==> src/hdl/lsd_pkg.sv <==
// ----------------------------------------------------------------------------
// lsd_pkg
// Shared types and constants for the lidar obstacle steering detector.
// ----------------------------------------------------------------------------
package lsd_pkg;

  localparam int CoordW    = 16;
  localparam int MagW      = 15;
  localparam int AddrW     = 5;
  localparam int DataW     = 32;
  localparam int QDepthDef = 4;

  localparam logic [2:0] RegNearMinX     = 3'd0;
  localparam logic [2:0] RegNearMaxX     = 3'd1;
  localparam logic [2:0] RegFarMinX      = 3'd2;
  localparam logic [2:0] RegFloorZ       = 3'd3;
  localparam logic [2:0] RegSteerMag     = 3'd4;

  localparam logic signed [CoordW-1:0] NearMinXRst = 16'sd768;
  localparam logic signed [CoordW-1:0] NearMaxXRst = 16'sd3840;
  localparam logic signed [CoordW-1:0] FarMinXRst  = 16'sd4096;
  localparam logic signed [CoordW-1:0] FloorZRst   = -16'sd128;
  localparam logic [MagW-1:0]          SteerMagRst = 15'd12861;

  typedef struct packed {
    logic signed [CoordW-1:0] near_min_x;
    logic signed [CoordW-1:0] near_max_x;
    logic signed [CoordW-1:0] far_min_x;
    logic signed [CoordW-1:0] floor_z;
    logic [MagW-1:0]          steer_magnitude;
  } lsd_cfg_t;

  typedef struct packed {
    logic                     near_ok;
    logic                     far_ok;
    logic signed [CoordW-1:0] y;
    logic                     last;
  } lsd_item_t;

endpackage

==> src/hdl/lsd_point_if.sv <==
// ----------------------------------------------------------------------------
// lsd_point_if
// Valid/ready channel carrying one lidar point per transaction.
// ----------------------------------------------------------------------------
interface lsd_point_if;
  logic               valid;
  logic               ready;
  logic signed [15:0] point_x;
  logic signed [15:0] point_y;
  logic signed [15:0] point_z;
  logic               frame_last;

  modport source (output valid, point_x, point_y, point_z, frame_last, input ready);
  modport sink   (input valid, point_x, point_y, point_z, frame_last, output ready);
endinterface

==> src/hdl/lsd_steer_if.sv <==
// ----------------------------------------------------------------------------
// lsd_steer_if
// Valid/ready channel carrying one steering command per transaction.
// ----------------------------------------------------------------------------
interface lsd_steer_if;
  logic               valid;
  logic               ready;
  logic signed [15:0] steer_value;
  logic               obstacle_now;

  modport source (output valid, steer_value, obstacle_now, input ready);
  modport sink   (input valid, steer_value, obstacle_now, output ready);
endinterface

==> src/hdl/lsd_regs.sv <==
// ----------------------------------------------------------------------------
// lsd_regs
// APB-style configuration registers for thresholds and steering magnitude.
// ----------------------------------------------------------------------------
module lsd_regs
  import lsd_pkg::*;
(
  input  logic             clk,
  input  logic             rst_n,
  input  logic             psel,
  input  logic             penable,
  input  logic             pwrite,
  input  logic [AddrW-1:0] paddr,
  input  logic [DataW-1:0] pwdata,
  output logic [DataW-1:0] prdata,
  output logic             pready,
  output lsd_cfg_t         cfg
);

  lsd_cfg_t   cfg_r;
  logic [2:0] idx;
  logic       wr_en;

  assign idx    = paddr[AddrW-1:2];
  assign wr_en  = psel && penable && pwrite;
  assign pready = 1'b1;
  assign cfg    = cfg_r;

  always_ff @(posedge clk) begin
    if (!rst_n) begin
      cfg_r.near_min_x      <= NearMinXRst;
      cfg_r.near_max_x      <= NearMaxXRst;
      cfg_r.far_min_x       <= FarMinXRst;
      cfg_r.floor_z         <= FloorZRst;
      cfg_r.steer_magnitude <= SteerMagRst;
    end else if (wr_en) begin
      case (idx)
        RegNearMinX: cfg_r.near_min_x      <= pwdata[CoordW-1:0];
        RegNearMaxX: cfg_r.near_max_x      <= pwdata[CoordW-1:0];
        RegFarMinX:  cfg_r.far_min_x       <= pwdata[CoordW-1:0];
        RegFloorZ:   cfg_r.floor_z         <= pwdata[CoordW-1:0];
        RegSteerMag: cfg_r.steer_magnitude <= pwdata[MagW-1:0];
        default: begin
        end
      endcase
    end
  end

  always_comb begin
    case (idx)
      RegNearMinX: prdata = DataW'(cfg_r.near_min_x);
      RegNearMaxX: prdata = DataW'(cfg_r.near_max_x);
      RegFarMinX:  prdata = DataW'(cfg_r.far_min_x);
      RegFloorZ:   prdata = DataW'(cfg_r.floor_z);
      RegSteerMag: prdata = DataW'(cfg_r.steer_magnitude);
      default:     prdata = '0;
    endcase
  end

endmodule

==> src/hdl/lsd_front.sv <==
// ----------------------------------------------------------------------------
// lsd_front
// Accepts points and classifies them against the near and far windows.
// ----------------------------------------------------------------------------
module lsd_front
  import lsd_pkg::*;
(
  input  lsd_cfg_t    cfg,
  lsd_point_if.sink   in_pt,
  output logic        push_valid,
  output lsd_item_t   push_item,
  input  logic        push_ready
);

  logic above_floor;

  assign above_floor  = in_pt.point_z > cfg.floor_z;
  assign in_pt.ready  = push_ready;
  assign push_valid   = in_pt.valid;

  always_comb begin
    push_item.near_ok = above_floor && (in_pt.point_x > cfg.near_min_x)
                        && (in_pt.point_x < cfg.near_max_x);
    push_item.far_ok  = above_floor && (in_pt.point_x > cfg.far_min_x);
    push_item.y       = in_pt.point_y;
    push_item.last    = in_pt.frame_last;
  end

endmodule

==> src/hdl/lsd_fifo.sv <==
// ----------------------------------------------------------------------------
// lsd_fifo
// Short queue of classified points between the front and back parts.
// ----------------------------------------------------------------------------
module lsd_fifo
  import lsd_pkg::*;
#(
  parameter int QDepth = QDepthDef
) (
  input  logic      clk,
  input  logic      rst_n,
  input  logic      push_valid,
  output logic      push_ready,
  input  lsd_item_t push_item,
  output logic      pop_valid,
  input  logic      pop_ready,
  output lsd_item_t pop_item
);

  localparam int PtrW = (QDepth > 1) ? $clog2(QDepth) : 1;
  localparam int CntW = $clog2(QDepth + 1);

  lsd_item_t       mem [QDepth];
  logic [PtrW-1:0] wr_ptr_r, wr_ptr_nxt;
  logic [PtrW-1:0] rd_ptr_r, rd_ptr_nxt;
  logic [CntW-1:0] count_r;
  logic            push, pop;

  assign push_ready = count_r != CntW'(QDepth);
  assign pop_valid  = count_r != '0;
  assign push       = push_valid && push_ready;
  assign pop        = pop_valid && pop_ready;
  assign pop_item   = mem[rd_ptr_r];

  assign wr_ptr_nxt = (wr_ptr_r == PtrW'(QDepth - 1)) ? '0 : wr_ptr_r + 1'b1;
  assign rd_ptr_nxt = (rd_ptr_r == PtrW'(QDepth - 1)) ? '0 : rd_ptr_r + 1'b1;

  always_ff @(posedge clk) begin
    if (push) begin
      mem[wr_ptr_r] <= push_item;
    end
  end

  always_ff @(posedge clk) begin
    if (!rst_n) begin
      wr_ptr_r <= '0;
      rd_ptr_r <= '0;
      count_r  <= '0;
    end else begin
      if (push) begin
        wr_ptr_r <= wr_ptr_nxt;
      end
      if (pop) begin
        rd_ptr_r <= rd_ptr_nxt;
      end
      if (push && !pop) begin
        count_r <= count_r + 1'b1;
      end else if (pop && !push) begin
        count_r <= count_r - 1'b1;
      end
    end
  end

  a_count_bound: assert property (@(posedge clk) disable iff (!rst_n)
    count_r <= CntW'(QDepth))
    else $error("queue count exceeds depth");

  a_count_up: assert property (@(posedge clk) disable iff (!rst_n)
    push && !pop |=> count_r == $past(count_r) + 1'b1)
    else $error("queue count did not follow a lone push");

endmodule

==> src/hdl/lsd_back.sv <==
// ----------------------------------------------------------------------------
// lsd_back
// Folds points into per-frame state and issues steering commands.
// ----------------------------------------------------------------------------
module lsd_back
  import lsd_pkg::*;
(
  input  logic            clk,
  input  logic            rst_n,
  input  logic [MagW-1:0] steer_magnitude,
  input  logic            pop_valid,
  output logic            pop_ready,
  input  lsd_item_t       pop_item,
  lsd_steer_if.source     out_st
);

  logic                     near_r, near_nxt;
  logic signed [CoordW-1:0] max_r, max_nxt;
  logic signed [CoordW-1:0] min_r, min_nxt;
  logic                     latched_r;
  logic                     out_valid_r;
  logic signed [CoordW-1:0] steer_r;
  logic                     obstacle_r;
  logic                     pop_fire;
  logic                     emit_on, emit_off;
  logic [CoordW:0]          max_mag, min_mag;
  logic [CoordW-1:0]        steer_nxt;

  assign pop_ready = !out_valid_r || out_st.ready;
  assign pop_fire  = pop_valid && pop_ready;

  assign near_nxt = near_r || pop_item.near_ok;
  assign max_nxt  = (pop_item.far_ok && (pop_item.y > max_r)) ? pop_item.y : max_r;
  assign min_nxt  = (pop_item.far_ok && (pop_item.y < min_r)) ? pop_item.y : min_r;

  assign emit_on  = near_nxt && !latched_r;
  assign emit_off = !near_nxt && latched_r;

  // The maximum never drops below zero and the minimum never rises above it.
  assign max_mag   = {1'b0, max_nxt};
  assign min_mag   = (CoordW + 1)'(0) - {min_nxt[CoordW-1], min_nxt};
  assign steer_nxt = (max_mag > min_mag) ? {1'b0, steer_magnitude}
                                         : CoordW'(0) - {1'b0, steer_magnitude};

  always_ff @(posedge clk) begin
    if (!rst_n) begin
      near_r      <= 1'b0;
      max_r       <= '0;
      min_r       <= '0;
      latched_r   <= 1'b0;
      out_valid_r <= 1'b0;
    end else begin
      if (pop_fire) begin
        if (pop_item.last) begin
          near_r    <= 1'b0;
          max_r     <= '0;
          min_r     <= '0;
          latched_r <= near_nxt;
        end else begin
          near_r <= near_nxt;
          max_r  <= max_nxt;
          min_r  <= min_nxt;
        end
      end
      if (pop_fire && pop_item.last && (emit_on || emit_off)) begin
        out_valid_r <= 1'b1;
      end else if (out_st.ready) begin
        out_valid_r <= 1'b0;
      end
    end
  end

  always_ff @(posedge clk) begin
    if (pop_fire && pop_item.last && (emit_on || emit_off)) begin
      steer_r    <= emit_on ? steer_nxt : '0;
      obstacle_r <= emit_on;
    end
  end

  assign out_st.valid        = out_valid_r;
  assign out_st.steer_value  = steer_r;
  assign out_st.obstacle_now = obstacle_r;

  a_flag_flips: assert property (@(posedge clk) disable iff (!rst_n)
    pop_fire && pop_item.last && (emit_on || emit_off) |=> latched_r != $past(latched_r))
    else $error("obstacle flag did not change with an issued command");

  a_clear_is_straight: assert property (@(posedge clk) disable iff (!rst_n)
    out_valid_r && !obstacle_r |-> steer_r == '0)
    else $error("clearing command carries a nonzero steer");

endmodule

==> src/hdl/lidar_obstacle_steer_detector.sv <==
// ----------------------------------------------------------------------------
// lidar_obstacle_steer_detector
// Frame-based obstacle detection on lidar points with steering commands.
// ----------------------------------------------------------------------------
// Points enter on in_pt, one per transaction, with frame_last on the final
// point of a scan frame. A command leaves on out_st only at a frame end, and
// only when the obstacle state changes: a new obstacle gives a signed steer
// of the configured magnitude with obstacle_now set, a cleared one gives a
// zero steer with obstacle_now low.
// The front classifies each point against the configured windows in the
// cycle it is accepted. A queue of QDepth entries feeds the back, which
// folds points into the frame state and fills a single output register.
// A command turns valid once its closing point has passed the queue entry
// and the output register, and one point is taken every cycle while the
// queue has room.
// When out_st stalls, the queue absorbs points until it is full, and then
// in_pt.ready falls. Reset empties the queue, clears the frame state and the
// obstacle flag, and restores the register defaults.
// Registers sit at byte addresses 0, 4, 8, 12 and 16; the user has them
// written while no points are in flight, which the block does not enforce.
// ----------------------------------------------------------------------------
module lidar_obstacle_steer_detector
  import lsd_pkg::*;
#(
  parameter int QDepth = QDepthDef
) (
  input  logic             clk,
  input  logic             rst_n,
  lsd_point_if.sink        in_pt,
  lsd_steer_if.source      out_st,
  input  logic             psel,
  input  logic             penable,
  input  logic             pwrite,
  input  logic [AddrW-1:0] paddr,
  input  logic [DataW-1:0] pwdata,
  output logic [DataW-1:0] prdata,
  output logic             pready
);

  lsd_cfg_t  cfg;
  logic      push_valid, push_ready;
  lsd_item_t push_item;
  logic      pop_valid, pop_ready;
  lsd_item_t pop_item;

  lsd_regs u_regs (
    .clk     (clk),
    .rst_n   (rst_n),
    .psel    (psel),
    .penable (penable),
    .pwrite  (pwrite),
    .paddr   (paddr),
    .pwdata  (pwdata),
    .prdata  (prdata),
    .pready  (pready),
    .cfg     (cfg)
  );

  lsd_front u_front (
    .cfg        (cfg),
    .in_pt      (in_pt),
    .push_valid (push_valid),
    .push_item  (push_item),
    .push_ready (push_ready)
  );

  lsd_fifo #(
    .QDepth (QDepth)
  ) u_fifo (
    .clk        (clk),
    .rst_n      (rst_n),
    .push_valid (push_valid),
    .push_ready (push_ready),
    .push_item  (push_item),
    .pop_valid  (pop_valid),
    .pop_ready  (pop_ready),
    .pop_item   (pop_item)
  );

  lsd_back u_back (
    .clk             (clk),
    .rst_n           (rst_n),
    .steer_magnitude (cfg.steer_magnitude),
    .pop_valid       (pop_valid),
    .pop_ready       (pop_ready),
    .pop_item        (pop_item),
    .out_st          (out_st)
  );

endmodule

==> src/flat_wrapper.sv <==
// flat-port wrapper written by rule: the top's interface ports become plain ports
module lidar_obstacle_steer_detector_flat import lsd_pkg::*;
#(
  parameter int QDepth = QDepthDef
)
  (clk, rst_n, psel, penable, pwrite, paddr, pwdata, prdata, pready, in_pt_valid, in_pt_point_x, in_pt_point_y, in_pt_point_z, in_pt_frame_last, in_pt_ready, out_st_valid, out_st_steer_value, out_st_obstacle_now, out_st_ready);
  lsd_point_if in_pt_i ();
  lsd_steer_if out_st_i ();
  input  logic clk;
  input  logic rst_n;
  input  logic psel;
  input  logic penable;
  input  logic pwrite;
  input  logic [AddrW-1:0] paddr;
  input  logic [DataW-1:0] pwdata;
  output logic [DataW-1:0] prdata;
  output logic pready;
  input wire logic [$bits(in_pt_i.valid)-1:0] in_pt_valid;
  input wire logic [$bits(in_pt_i.point_x)-1:0] in_pt_point_x;
  input wire logic [$bits(in_pt_i.point_y)-1:0] in_pt_point_y;
  input wire logic [$bits(in_pt_i.point_z)-1:0] in_pt_point_z;
  input wire logic [$bits(in_pt_i.frame_last)-1:0] in_pt_frame_last;
  output wire logic [$bits(in_pt_i.ready)-1:0] in_pt_ready;
  output wire logic [$bits(out_st_i.valid)-1:0] out_st_valid;
  output wire logic [$bits(out_st_i.steer_value)-1:0] out_st_steer_value;
  output wire logic [$bits(out_st_i.obstacle_now)-1:0] out_st_obstacle_now;
  input wire logic [$bits(out_st_i.ready)-1:0] out_st_ready;
  assign in_pt_i.valid = in_pt_valid;
  assign in_pt_i.point_x = in_pt_point_x;
  assign in_pt_i.point_y = in_pt_point_y;
  assign in_pt_i.point_z = in_pt_point_z;
  assign in_pt_i.frame_last = in_pt_frame_last;
  assign in_pt_ready = in_pt_i.ready;
  assign out_st_valid = out_st_i.valid;
  assign out_st_steer_value = out_st_i.steer_value;
  assign out_st_obstacle_now = out_st_i.obstacle_now;
  assign out_st_i.ready = out_st_ready;
  lidar_obstacle_steer_detector #(.QDepth(QDepth)) u_core (.clk(clk), .rst_n(rst_n), .in_pt(in_pt_i), .out_st(out_st_i), .psel(psel), .penable(penable), .pwrite(pwrite), .paddr(paddr), .pwdata(pwdata), .prdata(prdata), .pready(pready));
endmodule
==> config.mk <==
export PLATFORM = sky130hd
export DESIGN_NAME = lidar_obstacle_steer_detector_flat
export DESIGN_NICKNAME = d
export VERILOG_FILES = /design/src/hdl/lsd_pkg.sv /design/src/hdl/lsd_point_if.sv /design/src/hdl/lsd_steer_if.sv /design/src/hdl/lsd_regs.sv /design/src/hdl/lsd_front.sv /design/src/hdl/lsd_fifo.sv /design/src/hdl/lsd_back.sv /design/src/hdl/lidar_obstacle_steer_detector.sv /design/src/flat_wrapper.sv
export SDC_FILE = /design/constraint.sdc
export NUM_CORES = 1
export LEC_CHECK = 0
export BUFFER_PORTS_ARGS = -buffer_cell sky130_fd_sc_hd__clkbuf_2
export CORE_MARGIN = 5
export CORE_UTILIZATION = 45
export CTS_CLUSTER_SIZE = 24
export DETAILED_ROUTE_END_ITERATION = 16
export GPL_TIMING_DRIVEN = 0
export SYNTH_ARGS = -nofsm -noshare
export SYNTH_HDL_FRONTEND = slang
export SYNTH_HIERARCHICAL = 1
export SYNTH_SLANG_ARGS = --single-unit
==> constraint.sdc <==
create_clock -name clk -period 18.41 [get_ports clk]
set_input_delay 2.7615 -clock clk [delete_from_list [all_inputs] [get_ports clk]]
set_output_delay 2.7615 -clock clk [all_outputs]
set_load 0.02 [all_outputs]
# Yosys cells after proc, flatten, opt, wreduce, memory -nomap -nowiden
# Memory sizes are Yosys's and may differ from the RTL's. A register that Yosys moved wholly into a read port is not among the register bits.
# Cells that the tools add are included.
# classes
addsub,6
reduce_logical,34
muxes,17
bitwise_logic,1
magnitude_cmp,7
n_eq_ne,7
# ops
cell,n
$pmux W32 S5,1
$gt A16 B16 Y1,4
$mux W16,4
$lt A16 B16 Y1,2
$gt A16 B17 Y1,1
$sub A1 B16 Y17 const A,1
$sub A1 B15 Y16 const A,1
$logic_and A1 B1 Y1,15
$mux W15,1
$reduce_and A2 Y1,6
$mux W2,4
$eq A3 B2 Y1 const B,2
$mux W3,2
$logic_not A1 Y1,5
$mux W1,5
$add A2 B1 Y2 const B,2
$eq A2 B2 Y1 const B,2
$reduce_bool A2 Y1,2
$add A3 B1 Y3 const B,1
$eq A3 B1 Y1 const B,1
$eq A3 B3 Y1 const B,1
$logic_not A3 Y1,1
$logic_or A1 B1 Y1,3
$ne A3 B3 Y1 const B,1
4 further kinds,4
# totals
wordCells,89
register_bits,138
ramBits,76
inputBits,93
out_inout_bits,52
memories,1
# memory_table
memory,words,word_bits,rd,rd_ports_with_merged_regs,write_ports,line_no,text
u_core.u_fifo.mem,4,19,1,1,1,lsd_fifo.sv:23,lsd_item_t mem [QDepth];

# Depth between registers and ports, before layout
# Gate-level depths: netlist of the first run.
# logic_depth
ltp_word,6
depth_mapped,28
depth_no_buf,23

# Hierarchy
# Netlist of the first run, hierarchy kept.
# by_module_without_submodules
module,instances,area_each_um2,seq_area_each_um2,cells_per_inst
lsd_back,1,4330.4,1211.2,499
lsd_regs,1,3752.3,1581.5,400
lsd_fifo,1,3225.6,2462.4,150
lsd_front,1,1765.4,0.0,243

# Least setup slack after synthesis of the first run
# Ideal clock, no wire load.
# synth_path
path_type,input to output
from,input port paddr[3]
to,output port prdata[16]
t_required_ns,15.648
cell_stages,5
arrival_ns,4.409
setup_slack_ns,11.239
path_buffers,3
path_cell_list,buf_2 buf_2 mux4_2 nor2b_1 buf_4
# synth_via
elab_chain_cells,2
elab_cells_between_ends,6
cone_classes,4 x eq/ne; 1 x mux; 1 x reduce/logical
# synth_rtl
item,line_no,text
start: declaration,flat_wrapper.sv:14,input logic [AddrW-1:0] paddr;
$eq A3 B3 Y1 (tied with other cells),lsd_regs.sv:50,case (idx)
$pmux W32 S5 *,lsd_regs.sv:50,
end: declaration,flat_wrapper.sv:16,output logic [DataW-1:0] prdata;
# Mark *: on every way between the ends. The rest lies on a longest branch, timed or not.

==> impl_metrics.tcl, run 1 <==
set metrics [dict create \
    status "complete, no violations" \
    dp_slack_ns 10.66 \
    antenna_found_initial 0 \
    drive_above_1_share_pct 20.2 \
    insertion_delay_ns 0.52 \
    synthFlopType "dfxtp_1" \
    synth_top_area_cell "edfxtp_1" \
    core_um2 28700 \
    final_antenna_net_count 0 \
    syn_inst 1292 \
    netlist.area_leader.share_pct 21.4 \
    drc 0 \
    period_share_pct 42.3 \
    critical_path_class "reg -> reg" \
    wl_per_cell_um 19.3 \
    final_cell_mix "nand2_1, dfxtp_1, inv_1" \
    clock_sinks 216 \
    ctsHoldBuffers 0 \
    p_leak_nw 6.13 \
    layout_commonest_cell "nand2_1" \
    rsz0062_at_grt "no" \
    grt_pass1_vias 10000 \
    cts_setup_buffers 0 \
    critPathLaunchType "flip-flop" \
    synthMuxAreaShare_pct 11.5 \
    final_hold_viol_count 0 \
    fin_ws_ns 10.63 \
    grt_max_degree 20 \
    ios 145 \
    die_w_um 180 \
    drt_pass1_iterations 6 \
    place.gp.congestion 0.919 \
    cts_buffers 24 \
    place_area_um2 14100 \
    post-route-cell-area_um2 15000 \
    max_stage_delay_ns 0.58 \
    cts_tree "built" \
    yosys_register_bits 216 \
    fin_nets 1638 \
    initial_core_util_pct 45.5 \
    async_flop_share_pct 0 \
    syn_area_um2 13100 \
    route.final.wire_length_um 35200 \
    dieHeight_um 180 \
    critical_path_arrival_ns 8.14 \
    maxSlewViolCount 0 \
    syn_avg_cell_area_um2 10.1 \
    synth_compound_area_share_pct 13.8 \
    synth_nets 1505 \
    cts.reportedPaths.clkPinSlew_ns 0.06 \
    drv_cap 0 \
    tightest_slew_ns 1.06 \
    cts_root_buf "clkbuf_16" \
    ys_top_cells_by_area "edfxtp_1, dfxtp_1, ha_1" \
    clock.fmax_ghz 0.128 \
    grt_use_total_pct 21.0 \
    diodes 0 \
    finalSetupViolations 0 \
    cts_resized 0 \
    dpl.hpwl_um 27300 \
    vias 10100 \
    cp_max_fo 10 \
    powerDensity_nw_per_um2 152 \
    maxSlewHeadroom_pct 29.0 \
    synth_top_family_by_area "compound AO/OA/AOI/OAI gates" \
    crit_required_ns 18.76 \
    ys_seq_area_share_pct 40.2 \
    final.min_clock_period_ns 7.78 \
    path_common_cell "ha_1" \
    portBuffers 106 \
    drt_iter0_drc 688 \
    grt_overflow 0 \
    viasPerCell 5.55 \
    ir_drop_mv 0.0797 \
    areaGrowthSynthToFinish_pct 14.8 \
    slowest_stage "or4_1" \
    die-area_um2 32600 \
    synth_fa_ha_area_share_pct 11.5 \
    skew_ns 0.0105 \
    cp-end-kind "flip-flop" \
    synth_edf_count 93 \
    clock_path_buffers 3 \
    htree_num_levels 1 \
    synthSimpleGateAreaFrac_pct 12.8 \
    post-route-util_pct 52.3 \
    fin_tns_setup_ns 0 \
    grt_pass1_wl_um 55400 \
    fp-row-count 62 \
    synth-xor-area-share_pct 1.74 \
    hp-class "reg -> reg" \
    yosysWarnings 6 \
    synth.distinct_cells 82 \
]
[stage by stage]
| step | power, W | instances | hold WS, ns |
|---|---|---|---|
| after floorplan | 0.00147 | 1292 | 0.443 |
| after global placement | 0.00171 | 1782 | 0.453 |
| after detailed placement | 0.00174 | 1783 | 0.469 |
| after CTS | 0.00229 | 1827 | 0.478 |
| after global routing | 0.00243 | 1827 | 0.505 |
| final | 0.00228 | 1827 | 0.477 |
[Yosys cell counts, types with 16 or more instances]
cell type and count:
nand2_1 139, dfxtp_1 123, inv_1 120, ha_1 119, edfxtp_1 93, mux2i_1 73
a21oi_1 46, buf_4 44, nor2_1 35, o21ai_0 33, mux2_2 29, a22oi_1 28
clkbuf_1 26, o211ai_1 26, o22ai_1 25, nor3_1 22, mux4_2 20, nand4_1 20
xnor2_1 18, or4_1 17, nor2b_1 16, o31ai_1 16
[routing by layer]
metal | part of all wire, % | GRT usage [%]
met1 | 45 | 28.5
met2 | 47 | 35.3
met3 | 4.7 | 2.87
met4 | 2.6 | 5.87
met5 | 0 | 0
[registers in the layout (all words and copies together), names as in the netlist, named ones only]
register,flops
u_core/u_regs/cfg,79
u_core/u_fifo/mem,76
u_core/u_back/max_r,16
u_core/u_back/min_r,16
u_core/u_back/out_st.steer_value,16
u_core/u_fifo/count_r,3
u_core/u_fifo/rd_ptr_r,2
u_core/u_fifo/wr_ptr_r,2
u_core/u_back/latched_r,1
u_core/u_back/near_r,1
u_core/u_back/out_st.obstacle_now,1
u_core/u_back/out_st.valid,1
[path summary, 6_finish.rpt]
| kind | slack [ns] | end | start | cells past startpoint |
|---|---|---|---|---|
| max | 10.63 | u_core/u_back/out_st.steer_value[12] | flip-flop | 26 |
| min reg2reg | 0.48 | u_core/u_back/latched_r | u_core/u_back/latched_r | 2 |
| max reg2reg | 10.63 | u_core/u_back/out_st.steer_value[12] | flip-flop | 26 |
| min | 0.48 | u_core/u_back/latched_r | u_core/u_back/latched_r | 2 |
[cell families (layout without fill, tap and decap cells)]
| group | after synthesis | count (layout) |
|---|---|---|
| AO/OA/AOI/OAI | 256 | 256 |
| XOR/XNOR | 26 | 26 |
| other | 1 | 1 |
| buffers and inverters | 222 | 373 |
| multiplexers | 122 | 122 |
| adder cells (fa/ha/maj) | 120 | 120 |
| flip-flops | 216 | 216 |
| AND/OR/NAND/NOR | 329 | 329 |
[worst max-delay path, delay by kind of cell, from the launching register on]
kind / cells / cell delay [ns]
simple gates: 9 / 2.55
xor+xnor: 1 / 0.16
flops: 1 / 0.31
compound gates: 7 / 1.30
mux: 2 / 0.79
buf+inv: 4 / 1.53
fa+ha+maj: 3 / 0.93
[report_power, final]
| part | leakage [nW] | switching [W] | internal [W] |
|---|---|---|---|
| registers | 1.85 | 0.0000265 | 0.000581 |
| logic | 3.85 | 0.000640 | 0.000486 |
| clock network | 0.433 | 0.000199 | 0.000346 |
| total | 6.13 | 0.000866 | 0.00141 |
[layout make-up]
type,count,area (um2)
fillers,2693,13700
plain buffers,97,621
multi-input cells,854,6730
repair buffers,107,546
inverters,125,469
clock inverters,17,270
well taps,384,480
flip-flops and latches,216,5260
clock buffers,27,633
Power figures use the tool's default switching activity.
==> run 2, diff against run 1 <==
--- a/config.mk
+++ b/config.mk
@@ -11,6 +11,7 @@
 export CTS_CLUSTER_SIZE = 24
 export DETAILED_ROUTE_END_ITERATION = 16
 export GPL_TIMING_DRIVEN = 0
+export PLACE_DENSITY = 0.66
 export SYNTH_ARGS = -nofsm -noshare
 export SYNTH_HDL_FRONTEND = slang
 export SYNTH_HIERARCHICAL = 1
==> constraint.sdc (replaced) <==
create_clock -name clk -period 6.85 [get_ports clk]
set_input_delay 1.0275 -clock clk [delete_from_list [all_inputs] [get_ports clk]]
set_output_delay 1.0275 -clock clk [all_outputs]
set_load 0.02 [all_outputs]
==> impl_metrics.tcl, run 2 (synthesis gave the netlist of run 1 again) <==
set metrics [dict create \
    status "complete, no violations" \
    insertion_delay_ns 0.51 \
    fin_tns_setup_ns 0 \
    internal-power_w 0.00384 \
    viasPerCell 5.61 \
    grt_overflow 0 \
    grt_pass1_vias 10100 \
    fin_nets 1648 \
    p_clk_share_pct 22.3 \
    post-route-util_pct 52.8 \
    layout_commonest_cell "nand2_1" \
    wl_per_cell_um 18.9 \
    crit_buf_inv 4 \
    crit_required_ns 7.20 \
    p_leak_nw 6.20 \
    power_frac_comb_pct 51.1 \
    final.min_clock_period_ns 6.57 \
    antenna_found_initial 0 \
    period_share_pct 95.9 \
    critical_path_arrival_ns 6.92 \
    drive_above_1_share_pct 21.5 \
    fill_cells 2593 \
    dieHeight_um 180 \
    fin_total_pwr_w 0.00621 \
    rrSetupSlack_ns 0.28 \
    maxSlewHeadroom_pct 26.7 \
    cts_buffers 25 \
    place.gp.congestion 0.956 \
    holdPathStages 2 \
    drt_iter0_drc 767 \
    worstRegToRegCells 26 \
    clock_path_buffers 3 \
    final_antenna_net_count 0 \
    max_stage_delay_ns 0.58 \
    grt_pass1_wl_um 54100 \
    dpl.hpwl_um 26400 \
    cts.reportedPaths.clkPinSlew_ns 0.06 \
    cp_max_fo 10 \
    crit_family "simple AND/OR/NAND/NOR gates" \
    crit_cells 26 \
    critPathLaunchType "flip-flop" \
    seqPwrFrac_pct 26.6 \
    grt_use_total_pct 20.5 \
    slowest_stage "or4_1" \
    finalSetupViolations 0 \
    hp-class "reg -> reg" \
    cts_root_buf "clkbuf_16" \
    clock_sinks 216 \
    die_w_um 180 \
    clock.fmax_ghz 0.152 \
    maxSlewViolCount 0 \
    drv_cap 0 \
    cts_tree "built" \
    p_switching_w 0.00237 \
    final_cell_mix "nand2_1, dfxtp_1, inv_1" \
    initial_core_util_pct 45.5 \
    areaGrowthSynthToFinish_pct 15.9 \
    route.final.wire_length_um 34800 \
    final_hold_viol_count 0 \
    htree_num_levels 1 \
    vias 10300 \
    ctsHoldBuffers 0 \
    fp-row-count 62 \
    grt_max_degree 20 \
    critical_path_class "reg -> reg" \
    ios 145 \
    swShare_pct 38.2 \
    drt_pass1_iterations 5 \
    portBuffers 106 \
    diodes 0 \
    largest_reg_flops 79 \
    powerDensity_nw_per_um2 410 \
    core_um2 28700 \
    skew_ns 0.0113 \
    ir_drop_mv 0.217 \
    cp-end-kind "flip-flop" \
    die-area_um2 32600 \
    tightest_slew_ns 1.10 \
    drc 0 \
]
run 2: cell count changes in the layout (fill, tap and decap cells not counted), sizes merged:
cell / delta
buf: +9
clkbuf: +8
bufinv: -3
clkinv: -3
inv: +2
clkinvlp: -3
run 2: area by class of cell:
cell class                      count  area, um2  area share (%)
Buffer                             96        652            4.30
Clock buffer                       35        694            4.58
Clock inverter                     10        165            1.09
Inverter                          125        469            3.10
Multi-Input combinational cell    854       6820            45.0
Sequential cell                   216       5260            34.7
Tap cell                          384        480            3.17
Timing Repair Buffer              117        613            4.05
run 2: worst paths after layout:
path                                         startpoint                              endpoint
worst max register to register                flip-flop  u_core/u_back/out_st.steer_value[12]
worst min-delay path            u_core/u_back/latched_r               u_core/u_back/latched_r
worst max-delay path                          flip-flop  u_core/u_back/out_st.steer_value[12]
worst min register to register  u_core/u_back/latched_r               u_core/u_back/latched_r
run 2: through the flow:
step	instance area (um2)	std cells	setup slack (ns)	hold WS, ns
after floorplan	13100	1292	0.435	0.443
after global placement	14100	1782	-0.807	0.453
after detailed placement	14100	1782	-0.840	0.471
after CTS	15000	1832	0.00764	0.481
after global routing	15100	1837	-0.0832	0.502
final	15100	1837	0.280	0.478
run 2: timing repair:
item | in CTS | in global routing
buffers inserted | 6 | 5
pin swaps | 0 | 1
setup endpoints to repair | 15 | 15
gates resized for setup | 9 | 20
run 2: power by group through the flow:
stage	sequential (W)	combinational, W	clock [W]
after floorplan	0.00171	0.00223	0
after CTS	0.00165	0.00303	0.00142
final	0.00165	0.00317	0.00139
after global placement	0.00167	0.00292	0
after global routing	0.00167	0.00351	0.00148
after detailed placement	0.00167	0.00297	0
run 2: worst min-delay path: cells and delay by family (launching register included):
family	cells	cell delay [ns]
flip-flops	1	0.30
buffers and inverters	1	0.06
AO/OA/AOI/OAI	1	0.07
run 2: metal layers:
| layer | routed length, um | up-vias | GRT usage, % |
|---|---|---|---|
| met5 | 0 | - | 0 |
| met4 | 1100 | 0 | 6.35 |
| met3 | 2080 | 60 | 2.99 |
| met2 | 16600 | 329 | 34.6 |
| met1 | 15000 | 4902 | 27.2 |
| li1 | - | 5008 | - |
==> run 3, diff against run 2 <==
--- a/config.mk
+++ b/config.mk
@@ -7,11 +7,10 @@
 export LEC_CHECK = 0
 export BUFFER_PORTS_ARGS = -buffer_cell sky130_fd_sc_hd__clkbuf_2
 export CORE_MARGIN = 5
-export CORE_UTILIZATION = 45
+export CORE_UTILIZATION = 37
 export CTS_CLUSTER_SIZE = 24
 export DETAILED_ROUTE_END_ITERATION = 16
 export GPL_TIMING_DRIVEN = 0
-export PLACE_DENSITY = 0.66
 export SYNTH_ARGS = -nofsm -noshare
 export SYNTH_HDL_FRONTEND = slang
 export SYNTH_HIERARCHICAL = 1
==> impl_metrics.tcl, run 3 (synthesis gave the netlist of run 1 again) <==
set metrics [dict create \
    status "complete, no violations" \
    hp-class "reg -> reg" \
    grt_max_degree 20 \
    cts_buffers 25 \
    clock_sinks 216 \
    crit_family "simple AND/OR/NAND/NOR gates" \
    post-route-cell-area_um2 15200 \
    final.min_clock_period_ns 6.58 \
    largest_reg_flops 79 \
    final_hold_viol_count 0 \
    crit_buf_inv 4 \
    dieHeight_um 198 \
    cts.reportedPaths.clkPinSlew_ns 0.06 \
    htree_num_levels 1 \
    crit_cells 26 \
    drc 0 \
    slowest_stage "or4_1" \
    period_share_pct 96.1 \
    grt_pass1_vias 10100 \
    wl_per_cell_um 18.9 \
    wl_met2_um 17200 \
    final_antenna_net_count 0 \
    fp-row-count 68 \
    cp_max_fo 10 \
    holdPathStages 2 \
    max_stage_delay_ns 0.58 \
    final_cells 1912 \
    clock_path_buffers 3 \
    worstRegToRegCells 26 \
    maxSlewViolCount 0 \
    crit_required_ns 7.22 \
    drive_above_1_share_pct 21.3 \
    die_w_um 198 \
    cts_root_buf "clkbuf_16" \
    powerDensity_nw_per_um2 407 \
    vias 10200 \
    drt_pass1_iterations 5 \
    ios 145 \
    placedCellCount 1853 \
    dpl.hpwl_um 27600 \
    portBuffers 106 \
    insertion_delay_ns 0.53 \
    viasPerCell 5.34 \
    tightest_slew_ns 1.03 \
    grt_use_total_pct 18.0 \
    grt_overflow 0 \
    grt_pass1_wl_um 56300 \
    drt-met1-wl_um 16200 \
    cts_tree "built" \
    critical_path_arrival_ns 6.95 \
    cp-end-kind "flip-flop" \
    fin_nets 1652 \
    drv_cap 0 \
    maxSlewHeadroom_pct 31.0 \
    skew_ns 0.0261 \
    drt_iter0_drc 627 \
    route.final.wire_length_um 36000 \
    fin_total_pwr_w 0.00620 \
    core_um2 34700 \
    final_cell_mix "nand2_1, dfxtp_1, inv_1" \
    layout_commonest_cell "nand2_1" \
    initial_core_util_pct 37.7 \
    place.gp.congestion 0.889 \
    top_layer_used "met4" \
    critical_path_class "reg -> reg" \
    met3_length_um 1610 \
    antenna_found_initial 1 \
    finalSetupViolations 0 \
    die-area_um2 39200 \
    areaGrowthSynthToFinish_pct 16.5 \
    critPathLaunchType "flip-flop" \
    hold_slack_ns 0.472 \
    diodes 0 \
    p_leak_nw 6.18 \
    ir_drop_mv 0.223 \
    place_area_um2 14200 \
    clock.fmax_ghz 0.152 \
]
-- run 3: final cells by class --
| class | instances | area (um2) |
|---|---|---|
| inverters | 125 | 469 |
| well taps | 455 | 569 |
| fillers | 3375 | 19500 |
| clock inverters | 14 | 178 |
| repair buffers | 121 | 643 |
| clock buffers | 31 | 648 |
| flip-flops and latches | 216 | 5260 |
| plain buffers | 96 | 652 |
| multi-input cells | 854 | 6820 |
-- run 3: per-layer routing --
layer / vias to the layer above / global-route usage [%]
met4: 0 / 5.08
met2: 256 / 29.9
met1: 4900 / 24.9
met5: - / 0
li1: 5003 / -
met3: 55 / 1.92
-- run 3: power by group --
| group | internal, W | switching, W |
|---|---|---|
| Sequential | 0.00156 | 0.0000952 |
| Combinational | 0.00142 | 0.00177 |
| Clock | 0.000821 | 0.000532 |
-- run 3: through the flow --
stage / setup WS, ns / util, % / setup TNS (ns)
floorplan: 0.435 / - / 0
global placement: -0.880 / 40.8 / -11.57
detailed placement: -0.860 / 40.8 / -11.88
CTS: 0.0208 / 43.4 / 0
global route: -0.0319 / 43.9 / -0.0454
finish: 0.270 / 43.9 / 0
-- run 3: what timing repair did --
action	4_1_cts	5_1_grt
gates resized for setup	10	15
endpoints found under the setup margin	15	15
hold buffers	0	0
buffers inserted	4	11
pin swaps	0	1
-- run 3: worst reg2reg max path, cell delays in order, from the launching register on --
cell      delay, ns
dfxtp_1        0.35
buf_12         0.17
buf_12         0.17
mux4_2         0.57
ha_1           0.35
nor2b_1        0.15
o21ai_0        0.10
nor3_1         0.08
a221o_2        0.42
nand2_2        0.15
buf_6          0.18
mux2i_4        0.28
ha_4           0.19
nand3_2        0.14
or3_4          0.41
nor4_4         0.18
xnor2_1        0.15
a21oi_1        0.10
ha_1           0.32
nand4_1        0.18
or4_1          0.58
o211ai_1       0.12
and2_2         0.21
a221oi_4       0.05
buf_6          0.16
or4_1          0.50
a21boi_1       0.19
-- run 3: final timing paths --
| path | start | endpoint | slack, ns |
|---|---|---|---|
| worst max-delay path | flip-flop | u_core/u_back/out_st.steer_value[11] | 0.27 |
| worst min-delay path | u_core/u_back/latched_r | u_core/u_back/latched_r | 0.47 |
| worst max register to register | flip-flop | u_core/u_back/out_st.steer_value[11] | 0.27 |
| worst min register to register | u_core/u_back/latched_r | u_core/u_back/latched_r | 0.47 |
